<file path="src/design/gregorian_date_add_days_assert.svh">
// Assertion macros shared by the date adder RTL.
// Depends on nothing; the including module must have i_clk and i_rst_n.
`ifndef GREGORIAN_DATE_ADD_DAYS_ASSERT_SVH
`define GREGORIAN_DATE_ADD_DAYS_ASSERT_SVH

// The consequent must hold in the same cycle as the antecedent.
`define GDAD_ASSERT_NOW(lbl, ante, cons, msg) \
    lbl: assert property (@(posedge i_clk) disable iff (!i_rst_n) (ante) |-> (cons)) \
        else $error(msg);

// The consequent must hold in the cycle after the antecedent.
`define GDAD_ASSERT_NEXT(lbl, ante, cons, msg) \
    lbl: assert property (@(posedge i_clk) disable iff (!i_rst_n) (ante) |=> (cons)) \
        else $error(msg);

`endif

</file>
<file path="src/design/gdad_pkg.sv">
// Shared types, constants and the month length table of the date adder.
// Used by gdad_month_unit and gregorian_date_add_days; depends on nothing.
package gdad_pkg;

    localparam int ADD_W        = 16;
    localparam int ADD_BITS_DEF = 16;
    localparam int DAY_IN_W     = 5;
    localparam int MON_W        = 4;
    localparam int YEAR_W       = 14;

    localparam logic [YEAR_W-1:0] FIRST_YEAR = 14'd1601;
    localparam logic [YEAR_W-1:0] LAST_YEAR  = 14'd9999;
    localparam logic [MON_W-1:0]  MONTHS     = 4'd12;
    localparam logic [MON_W-1:0]  FEBRUARY   = 4'd2;

    // floor(y / 100) == (y * 5243) >> 19 for every 14-bit year.
    localparam int              RECIP_W     = 13;
    localparam logic [RECIP_W-1:0] RECIP_100 = 13'd5243;
    localparam int              RECIP_SHIFT = 19;
    localparam int              PROD_W      = YEAR_W + RECIP_W;
    localparam int              CENT_W      = PROD_W - RECIP_SHIFT;
    localparam int              MOD_W       = 7;

    typedef enum logic [2:0] {
        S_IDLE,
        S_MUL,
        S_MOD,
        S_CHK,
        S_LOOP,
        S_DONE
    } t_state;

    typedef struct packed {
        logic             over;
        logic             wrap;
        logic [MON_W-1:0] month_nx;
    } t_step;

    // Length of a month; zero for a month code outside 1 to 12.
    function automatic logic [DAY_IN_W-1:0] month_len(input logic [MON_W-1:0] m,
                                                      input logic leap);
        logic [DAY_IN_W-1:0] len;
        begin
            case (m)
                4'd1, 4'd3, 4'd5, 4'd7, 4'd8, 4'd10, 4'd12: len = 5'd31;
                4'd4, 4'd6, 4'd9, 4'd11:                   len = 5'd30;
                4'd2:                                      len = leap ? 5'd29 : 5'd28;
                default:                                   len = 5'd0;
            endcase
            return len;
        end
    endfunction

endpackage

</file>
<file path="src/design/gdad_month_unit.sv">
// Shared compare and subtract unit: tests the day count against the month
// length and forms the remaining days and the following month. Uses gdad_pkg.
module gdad_month_unit #(
    parameter int ADD_BITS = gdad_pkg::ADD_BITS_DEF
) (
    input  logic [((ADD_BITS < gdad_pkg::ADD_W) ? ADD_BITS : gdad_pkg::ADD_W):0] i_day,
    input  logic [gdad_pkg::MON_W-1:0] i_month,
    input  logic                       i_leap,
    output logic [((ADD_BITS < gdad_pkg::ADD_W) ? ADD_BITS : gdad_pkg::ADD_W):0] o_diff,
    output gdad_pkg::t_step            o_step
);

    localparam int USED_W = (ADD_BITS < gdad_pkg::ADD_W) ? ADD_BITS : gdad_pkg::ADD_W;
    localparam int DAY_W  = USED_W + 1;

    logic [DAY_W-1:0] w_len;

    assign w_len  = DAY_W'(gdad_pkg::month_len(i_month, i_leap));
    assign o_diff = i_day - w_len;

    always_comb begin
        o_step.over     = (i_day > w_len);
        o_step.wrap     = (i_month >= gdad_pkg::MONTHS);
        o_step.month_nx = o_step.wrap ? 4'd1 : (i_month + 4'd1);
    end

endmodule

</file>
<file path="src/design/gregorian_date_add_days.sv">
// Channel   Direction  Handshake                   Payload
// input     in         i_in_valid / o_in_stall     start_day, start_month, start_year, days_to_add
// output    out        o_out_valid / i_out_stall   result_day/month/year, date_valid, year_overflow
//
// A valid date passes S_MUL, S_MOD and S_CHK, then stays in S_LOOP until no month boundary
// is left or the year overflows, and ends in S_DONE; an invalid date goes from S_CHK to S_DONE.
// The input stalls while a word is in progress; a finished result waits in the
// output register, so the next word can be taken while it is held by a stall.
// Reset is synchronous, active low, and clears the sequencer and output valid.
// Depends on gdad_pkg, gdad_month_unit and gregorian_date_add_days_assert.svh.
`include "gregorian_date_add_days_assert.svh"

module gregorian_date_add_days #(
    parameter int ADD_BITS = gdad_pkg::ADD_BITS_DEF
) (
    input  logic                          i_clk,
    input  logic                          i_rst_n,
    input  logic                          i_in_valid,
    output logic                          o_in_stall,
    input  logic [gdad_pkg::DAY_IN_W-1:0] i_start_day,
    input  logic [gdad_pkg::MON_W-1:0]    i_start_month,
    input  logic [gdad_pkg::YEAR_W-1:0]   i_start_year,
    input  logic [gdad_pkg::ADD_W-1:0]    i_days_to_add,
    output logic                          o_out_valid,
    input  logic                          i_out_stall,
    output logic [gdad_pkg::DAY_IN_W-1:0] o_result_day,
    output logic [gdad_pkg::MON_W-1:0]    o_result_month,
    output logic [gdad_pkg::YEAR_W-1:0]   o_result_year,
    output logic                          o_date_valid,
    output logic                          o_year_overflow
);

    localparam int USED_W = (ADD_BITS < gdad_pkg::ADD_W) ? ADD_BITS : gdad_pkg::ADD_W;
    localparam int DAY_W  = USED_W + 1;

    gdad_pkg::t_state r_state, n_state;

    logic [DAY_W-1:0]               r_day;
    logic [USED_W-1:0]              r_add;
    logic [gdad_pkg::MON_W-1:0]     r_month;
    logic [gdad_pkg::YEAR_W-1:0]    r_year;
    logic [gdad_pkg::PROD_W-1:0]    r_prod;
    logic [gdad_pkg::MOD_W-1:0]     r_mod100;
    logic [1:0]                     r_cent;
    logic                           r_dvalid;
    logic                           r_ovf;

    logic                           r_ov;
    logic [gdad_pkg::DAY_IN_W-1:0]  r_o_day;
    logic [gdad_pkg::MON_W-1:0]     r_o_month;
    logic [gdad_pkg::YEAR_W-1:0]    r_o_year;
    logic                           r_o_dvalid;
    logic                           r_o_ovf;

    logic                           w_accept;
    logic                           w_out_free;
    logic                           w_load;
    logic                           w_leap;
    logic                           w_start_ok;
    logic [gdad_pkg::CENT_W-1:0]    w_cent;
    logic [gdad_pkg::YEAR_W:0]      w_mod_full;
    logic [DAY_W-1:0]               w_diff;
    gdad_pkg::t_step                w_step;

    assign w_accept   = i_in_valid && !o_in_stall;
    assign w_out_free = !r_ov || !i_out_stall;

    // Year mod 100 comes from the reciprocal product; the century count's low
    // two bits decide the 400-year rule.
    assign w_cent     = r_prod[gdad_pkg::PROD_W-1:gdad_pkg::RECIP_SHIFT];
    assign w_mod_full = (gdad_pkg::YEAR_W+1)'(r_year)
                      - (gdad_pkg::YEAR_W+1)'(w_cent) * (gdad_pkg::YEAR_W+1)'(100);
    assign w_leap     = (r_year[1:0] == 2'd0) && ((r_mod100 != '0) || (r_cent == 2'd0));

    gdad_month_unit #(
        .ADD_BITS (ADD_BITS)
    ) u_month (
        .i_day   (r_day),
        .i_month (r_month),
        .i_leap  (w_leap),
        .o_diff  (w_diff),
        .o_step  (w_step)
    );

    assign w_start_ok = (r_year >= gdad_pkg::FIRST_YEAR) && (r_month >= 4'd1)
                     && (r_month <= gdad_pkg::MONTHS) && (r_day != '0) && !w_step.over;

    always_comb begin
        n_state = r_state;
        case (r_state)
            gdad_pkg::S_IDLE: if (i_in_valid) n_state = gdad_pkg::S_MUL;
            gdad_pkg::S_MUL:  n_state = gdad_pkg::S_MOD;
            gdad_pkg::S_MOD:  n_state = gdad_pkg::S_CHK;
            gdad_pkg::S_CHK:  n_state = w_start_ok ? gdad_pkg::S_LOOP : gdad_pkg::S_DONE;
            gdad_pkg::S_LOOP: begin
                if (!w_step.over || (w_step.wrap && r_year >= gdad_pkg::LAST_YEAR)) begin
                    n_state = gdad_pkg::S_DONE;
                end
            end
            gdad_pkg::S_DONE: if (w_out_free) n_state = gdad_pkg::S_IDLE;
            default:          n_state = gdad_pkg::S_IDLE;
        endcase
    end

    always_comb begin
        o_in_stall = 1'b1;
        w_load     = 1'b0;
        case (r_state)
            gdad_pkg::S_IDLE: o_in_stall = 1'b0;
            gdad_pkg::S_DONE: w_load     = w_out_free;
            default: begin
                o_in_stall = 1'b1;
                w_load     = 1'b0;
            end
        endcase
    end

    always_ff @(posedge i_clk) begin
        if (!i_rst_n) begin
            r_state <= gdad_pkg::S_IDLE;
        end else begin
            r_state <= n_state;
        end
    end

    // Working registers of the sequencer.
    always_ff @(posedge i_clk) begin
        case (r_state)
            gdad_pkg::S_IDLE: begin
                if (w_accept) begin
                    r_day    <= DAY_W'(i_start_day);
                    r_month  <= i_start_month;
                    r_year   <= i_start_year;
                    r_add    <= i_days_to_add[USED_W-1:0];
                    r_dvalid <= 1'b0;
                    r_ovf    <= 1'b0;
                end
            end
            gdad_pkg::S_MUL: begin
                r_prod <= gdad_pkg::PROD_W'(r_year) * gdad_pkg::PROD_W'(gdad_pkg::RECIP_100);
            end
            gdad_pkg::S_MOD: begin
                r_mod100 <= w_mod_full[gdad_pkg::MOD_W-1:0];
                r_cent   <= w_cent[1:0];
            end
            gdad_pkg::S_CHK: begin
                if (w_start_ok) begin
                    r_day    <= r_day + DAY_W'(r_add);
                    r_dvalid <= 1'b1;
                end
            end
            gdad_pkg::S_LOOP: begin
                if (w_step.over) begin
                    if (w_step.wrap && r_year >= gdad_pkg::LAST_YEAR) begin
                        r_ovf   <= 1'b1;
                        r_day   <= DAY_W'(31);
                        r_month <= gdad_pkg::MONTHS;
                        r_year  <= gdad_pkg::LAST_YEAR;
                    end else begin
                        r_day   <= w_diff;
                        r_month <= w_step.month_nx;
                        if (w_step.wrap) begin
                            r_year <= r_year + 14'd1;
                            if (r_mod100 == 7'd99) begin
                                r_mod100 <= '0;
                                r_cent   <= r_cent + 2'd1;
                            end else begin
                                r_mod100 <= r_mod100 + 7'd1;
                            end
                        end
                    end
                end
            end
            default: begin
            end
        endcase
    end

    always_ff @(posedge i_clk) begin
        if (!i_rst_n) begin
            r_ov <= 1'b0;
        end else if (w_load) begin
            r_ov <= 1'b1;
        end else if (!i_out_stall) begin
            r_ov <= 1'b0;
        end
    end

    always_ff @(posedge i_clk) begin
        if (w_load) begin
            r_o_day    <= r_day[gdad_pkg::DAY_IN_W-1:0];
            r_o_month  <= r_month;
            r_o_year   <= r_year;
            r_o_dvalid <= r_dvalid;
            r_o_ovf    <= r_ovf;
        end
    end

    assign o_out_valid     = r_ov;
    assign o_result_day    = r_o_day;
    assign o_result_month  = r_o_month;
    assign o_result_year   = r_o_year;
    assign o_date_valid    = r_o_dvalid;
    assign o_year_overflow = r_o_ovf;

    `GDAD_ASSERT_NEXT(a_accept_starts, w_accept, r_state == gdad_pkg::S_MUL, "accepted word did not start")
    `GDAD_ASSERT_NOW(a_loop_month, r_state == gdad_pkg::S_LOOP, (r_month >= 4'd1) && (r_month <= gdad_pkg::MONTHS), "month out of range in loop")
    `GDAD_ASSERT_NOW(a_loop_mod, r_state == gdad_pkg::S_LOOP, r_mod100 < 7'd100, "year mod 100 tracker out of range")
    `GDAD_ASSERT_NOW(a_ovf_valid, r_ov && o_year_overflow, o_date_valid && (o_result_year == gdad_pkg::LAST_YEAR), "overflow result not saturated")

endmodule

</file>
<file path="config.mk">
export PLATFORM = sky130hd
export DESIGN_NAME = gregorian_date_add_days
export DESIGN_NICKNAME = d
export VERILOG_FILES = /design/src/design/gdad_pkg.sv /design/src/design/gdad_month_unit.sv /design/src/design/gregorian_date_add_days.sv
export VERILOG_INCLUDE_DIRS = /design/src /design/src/design
export SDC_FILE = /design/constraint.sdc
export NUM_CORES = 1
export LEC_CHECK = 0
export BUFFER_PORTS_ARGS = -buffer_cell sky130_fd_sc_hd__buf_2
export CORE_ASPECT_RATIO = 0.75
export CORE_MARGIN = 2
export CORE_UTILIZATION = 50
export DETAILED_ROUTE_END_ITERATION = 10
export MAX_ROUTING_LAYER = met4
export PLACE_DENSITY = 0.74
export SKIP_LAST_GASP = 1
export SLEW_MARGIN = 15
export SYNTH_ARGS = -nofsm -noshare
export SYNTH_HDL_FRONTEND = slang
export SYNTH_SLANG_ARGS = --single-unit
export TNS_END_PERCENT = 50
</file>
<file path="constraint.sdc">
create_clock -name i_clk -period 6 [get_ports i_clk]
set_clock_uncertainty 0.2 [all_clocks]
set_input_delay 0.6 -clock i_clk [delete_from_list [all_inputs] [get_ports i_clk]]
set_output_delay 0.6 -clock i_clk [all_outputs]
set_load 0.03 [all_outputs]
</file>
==> results.md <==
* Outcome: finished clean
* RSZ-0062 raised after global routing: false
* Startpoint Class: register
* Period minus WS final at 5.44 ns
* CTS tree: built
* Worst r2r src: r_year[3]
* Peak VDD IR at between 0.0005 and 0.0006 V
* Vias in the first global route at a little over 6,000
* Die Y-Extent at ~120 µm
* Top FF cell, synth: edfxtp_1
* Total Nets Final at roughly 1,200
* Core ar. at between 15,000 and 20,000 µm²
* Layout cells sized above 1 at 11.2%
* Clock root buffer: clkbuf_16
* Flop-to-flop setup slack at 0.56 ns
* Psw at around 2.7 mW
* Register bit total from synthesis at 96
* Post-route ant nets at 0
* Met3 wire length at around 1.7 mm
* Drt drc at 0
* Hold_buf cts at 0
* I/O Buffers at slightly below 70
* Die area at approximately 19,000 µm²
* Pin count of the biggest net entering global routing at 31
* CP arrival at between 5 and 6 ns
* Total gr overflow at 0
* Cells after Synth at 889
* Initial antenna violation count at 0
* Final Util at 56.7%
* Wl on met1 at roughly 10 mm
* H-Tree Depth at 3
* Setup TNS at 0 ns
* Site Rows at between 40 and 50
* Part of the power in combinational logic at 70.1%
* Antenna Cells at 0
* Top cell type's share of synthesized area at between 30% and 40%
* Non-filler cells in the finished layout at about 1,200
* Final setup viols at 0
* Top post-synthesis cells by area: edfxtp_1 (31%), ha_1 (20%), fa_1 (14%)
* Reg2reg end: r_prod[23]
* Maximum clock frequency at about 0.18 GHz
* WHS Path Cells at 1
* Worst Hold End: r_add[14]
* Global-route wire length before repair at 33.1 mm
* Area leader, netlist: edfxtp_1
* Post-synthesis cell type count at between 50 and 60
* Storage cell area at between 2000 and 3000 µm²
* Power Dens Cells at approximately 550 nW/µm²
* Met2 wire len at between 8 and 9 mm
* Worst r2r path cells at 16
* Clock sink count at 96
* Maximum Capacitance Violations at 0
* Routed vias/inst at roughly 5.4
* CTS Buffer Depth at 2
* Sequential share of the synthesized area at approximately a third
* Die width at 159 µm
* Vias at around 6,600
* Worst Tran Pin Value at 0.947 ns
* Post-cts resize count at 0
* WP data required at roughly 5.9 ns
* P_int at between 2 and 3 mW
* WS Path Type: register to register
* All-layer global routing usage at between 20% and 30%
* Num CTS Buffers at 9
* Avg WL per Cell at around 17 µm
* Total Routed Length at 20.6 mm
* Static Leak at 4.65 nW
* Highest Signal Layer: met4
* Syn nets at about 1,100
* Crit share post-route at a little over 90%
* Iter 0 DRT Violations at ~480
* Placer congestion estimate at 0.946
* Worst Setup End Kind: register
* Syn Area/Cell at about 10 µm²
* Placed cells at roughly 1,200
* YS warnings at 0
* Clock Latency Late Sink at roughly 0.36 ns
* Fillers at between 1,500 and 2,000
* Final slew viol count at 0
* Min-Delay Path Class: input pin to register
* Sequential Power Share at a little under a fifth
* Post-CTS Setup Bufs at 0
* Tot Pwr at 5.53 mW
* CP max FO at 10
* Sw frac at 48.6%
* Mapped Area at roughly 9000 µm²
* IO Count at 70
* Area Overhead vs Synth at 10.9%
* Starting density of the core at about half
* Post-DP HPWL at between 15 and 20 mm
* Footprint of the multi-input gates at around 5500 µm²
* Clock power frac at around 11%
* Hold Crit Start: i_days_to_add[14]
* Critical path launch point: r_year[3]
* DRT Pass-1 Iters at 5
* Slew HR at 36.8%
* CTS clock-pin slew for the worst setup and hold paths at roughly 0.070 ns
* FFs w/ async S/R, synth at 0%
* Final hold violation count at 0
* EDFF count, synth at 92
-- worst max path at each step --
stage / end / slack, ns / cells after the start
after floorplan: r_prod[22] / 1.03 / 16
after global routing: r_prod[22] / 0.24 / 16
after detailed placement: r_prod[22] / 0.40 / 16
after CTS: r_prod[22] / 0.38 / 16
after global placement: r_prod[22] / 0.65 / 16
final: r_prod[23] / 0.56 / 16
-- power groups by stage --
stage / registers, mW / logic (mW) / clock network, mW
3_5_place_dp: 1.06 / 3.80 / 0
3_3_place_gp: 1.05 / 3.66 / 0
6_report: 1.04 / 3.88 / 0.608
2_1_floorplan: 1.02 / 2.85 / 0
4_1_cts: 1.04 / 3.84 / 0.616
5_1_grt: 1.06 / 4.43 / 0.642
-- critical path, stage by stage (launching register included) --
cell       delay [ns]
edfxtp_1         0.59
inv_1            0.25
fa_1             0.53
inv_1            0.04
ha_1             0.19
fa_1             0.47
ha_1             0.29
inv_1            0.05
fa_1             0.53
inv_1            0.04
ha_1             0.20
a2111oi_0        0.32
o21ai_0          0.27
a221oi_1         0.46
o311ai_1         0.26
a221oi_1         0.30
o311ai_0         0.16
-- through the flow --
stage	worst slack [ns]	hold slack, ns	cell area (µm²)
after floorplan	1.03	0.200	9020
after global placement	0.650	0.211	9700
after detailed placement	0.404	0.221	9700
after CTS	0.375	0.202	10000
after global routing	0.238	0.197	10000
final	0.562	0.207	10000
-- cell usage in the layout, fill, tap and decap left out, types with 3 or more instances in the layout --
cell,count
buf_2,69
o22ai_1,10
a2111oi_0,3
and3_1,5
xor2_1,15
ha_1,142
nor2_1,43
nand3_1,21
or3_1,6
nand2_1,58
buf_4,10
dfxtp_1,4
a21oi_1,37
a31oi_1,3
xnor2_1,37
o21bai_1,3
o31ai_1,8
a22oi_1,4
edfxtp_1,92
o21ai_0,42
o21a_1,3
a21o_1,12
nor3_1,10
inv_1,172
nor4_1,6
clkbuf_16,9
nor2b_1,8
fa_1,65
a211oi_1,11
nand2b_1,5
mux2i_1,3
-- sequential cells by signal, indices dropped and copies added (netlist names) --
signal and flops:
o_date_valid 1, o_out_valid 1, o_result_day 5, o_result_month 4
o_result_year 14, o_year_overflow 1, r_add 16, r_cent 2
r_day 17, r_dvalid 1, r_mod100 7, r_month 4
r_ovf 1, r_prod 5, r_state 3, r_year 14
-- logic make-up (layout without fill, tap and decap cells) --
| family | count (synthesis) | count (layout) | synth area share [%] |
|---|---|---|---|
| AO/OA/AOI/OAI | 159 | 159 | 11.3 |
| multiplexers | 3 | 3 | 0.333 |
| adder cells (fa/ha/maj) | 207 | 207 | 34.1 |
| XOR/XNOR | 52 | 52 | 5.05 |
| flip-flops | 96 | 96 | 31.5 |
| AND/OR/NAND/NOR | 183 | 183 | 9.87 |
| buffers and inverters | 189 | 268 | 7.86 |
-- cell usage after synthesis, drive strengths merged (3+ instances only) --
library cell    n
inv           173
ha            142
edfxtp         92
fa             65
nand2          58
nor2           44
o21ai          42
a21oi          37
xnor2          37
nand3          21
xor2           15
clkbuf         14
a21o           12
a211oi         11
nor3           11
o22ai          10
nor2b           8
o31ai           8
or3             7
nor4            6
and3            5
nand2b          5
or4             5
a22oi           4
dfxtp           4
a2111oi         3
a31oi           3
and2            3
mux2i           3
nor4b           3
o21a            3
o21bai          3
-- metal layers --
layer | GRT usage (%) | up-vias
li1 | - | 3182
met1 | 34.1 | 3147
met2 | 31.7 | 228
met3 | 5.52 | 14
met4 | 5.40 | 0
met5 | - | -
-- area by class of cell --
cell class                 count  share of cell area [%]
clock buffer                   9                    2.25
clock inverter                 7                   0.788
inverter                     173                    6.49
multi-input combinational    604                    54.8
sequential                    96                    28.4
tap                          242                    3.03
timing repair buffer          79                    4.20
(Power assumes the default switching activity.)
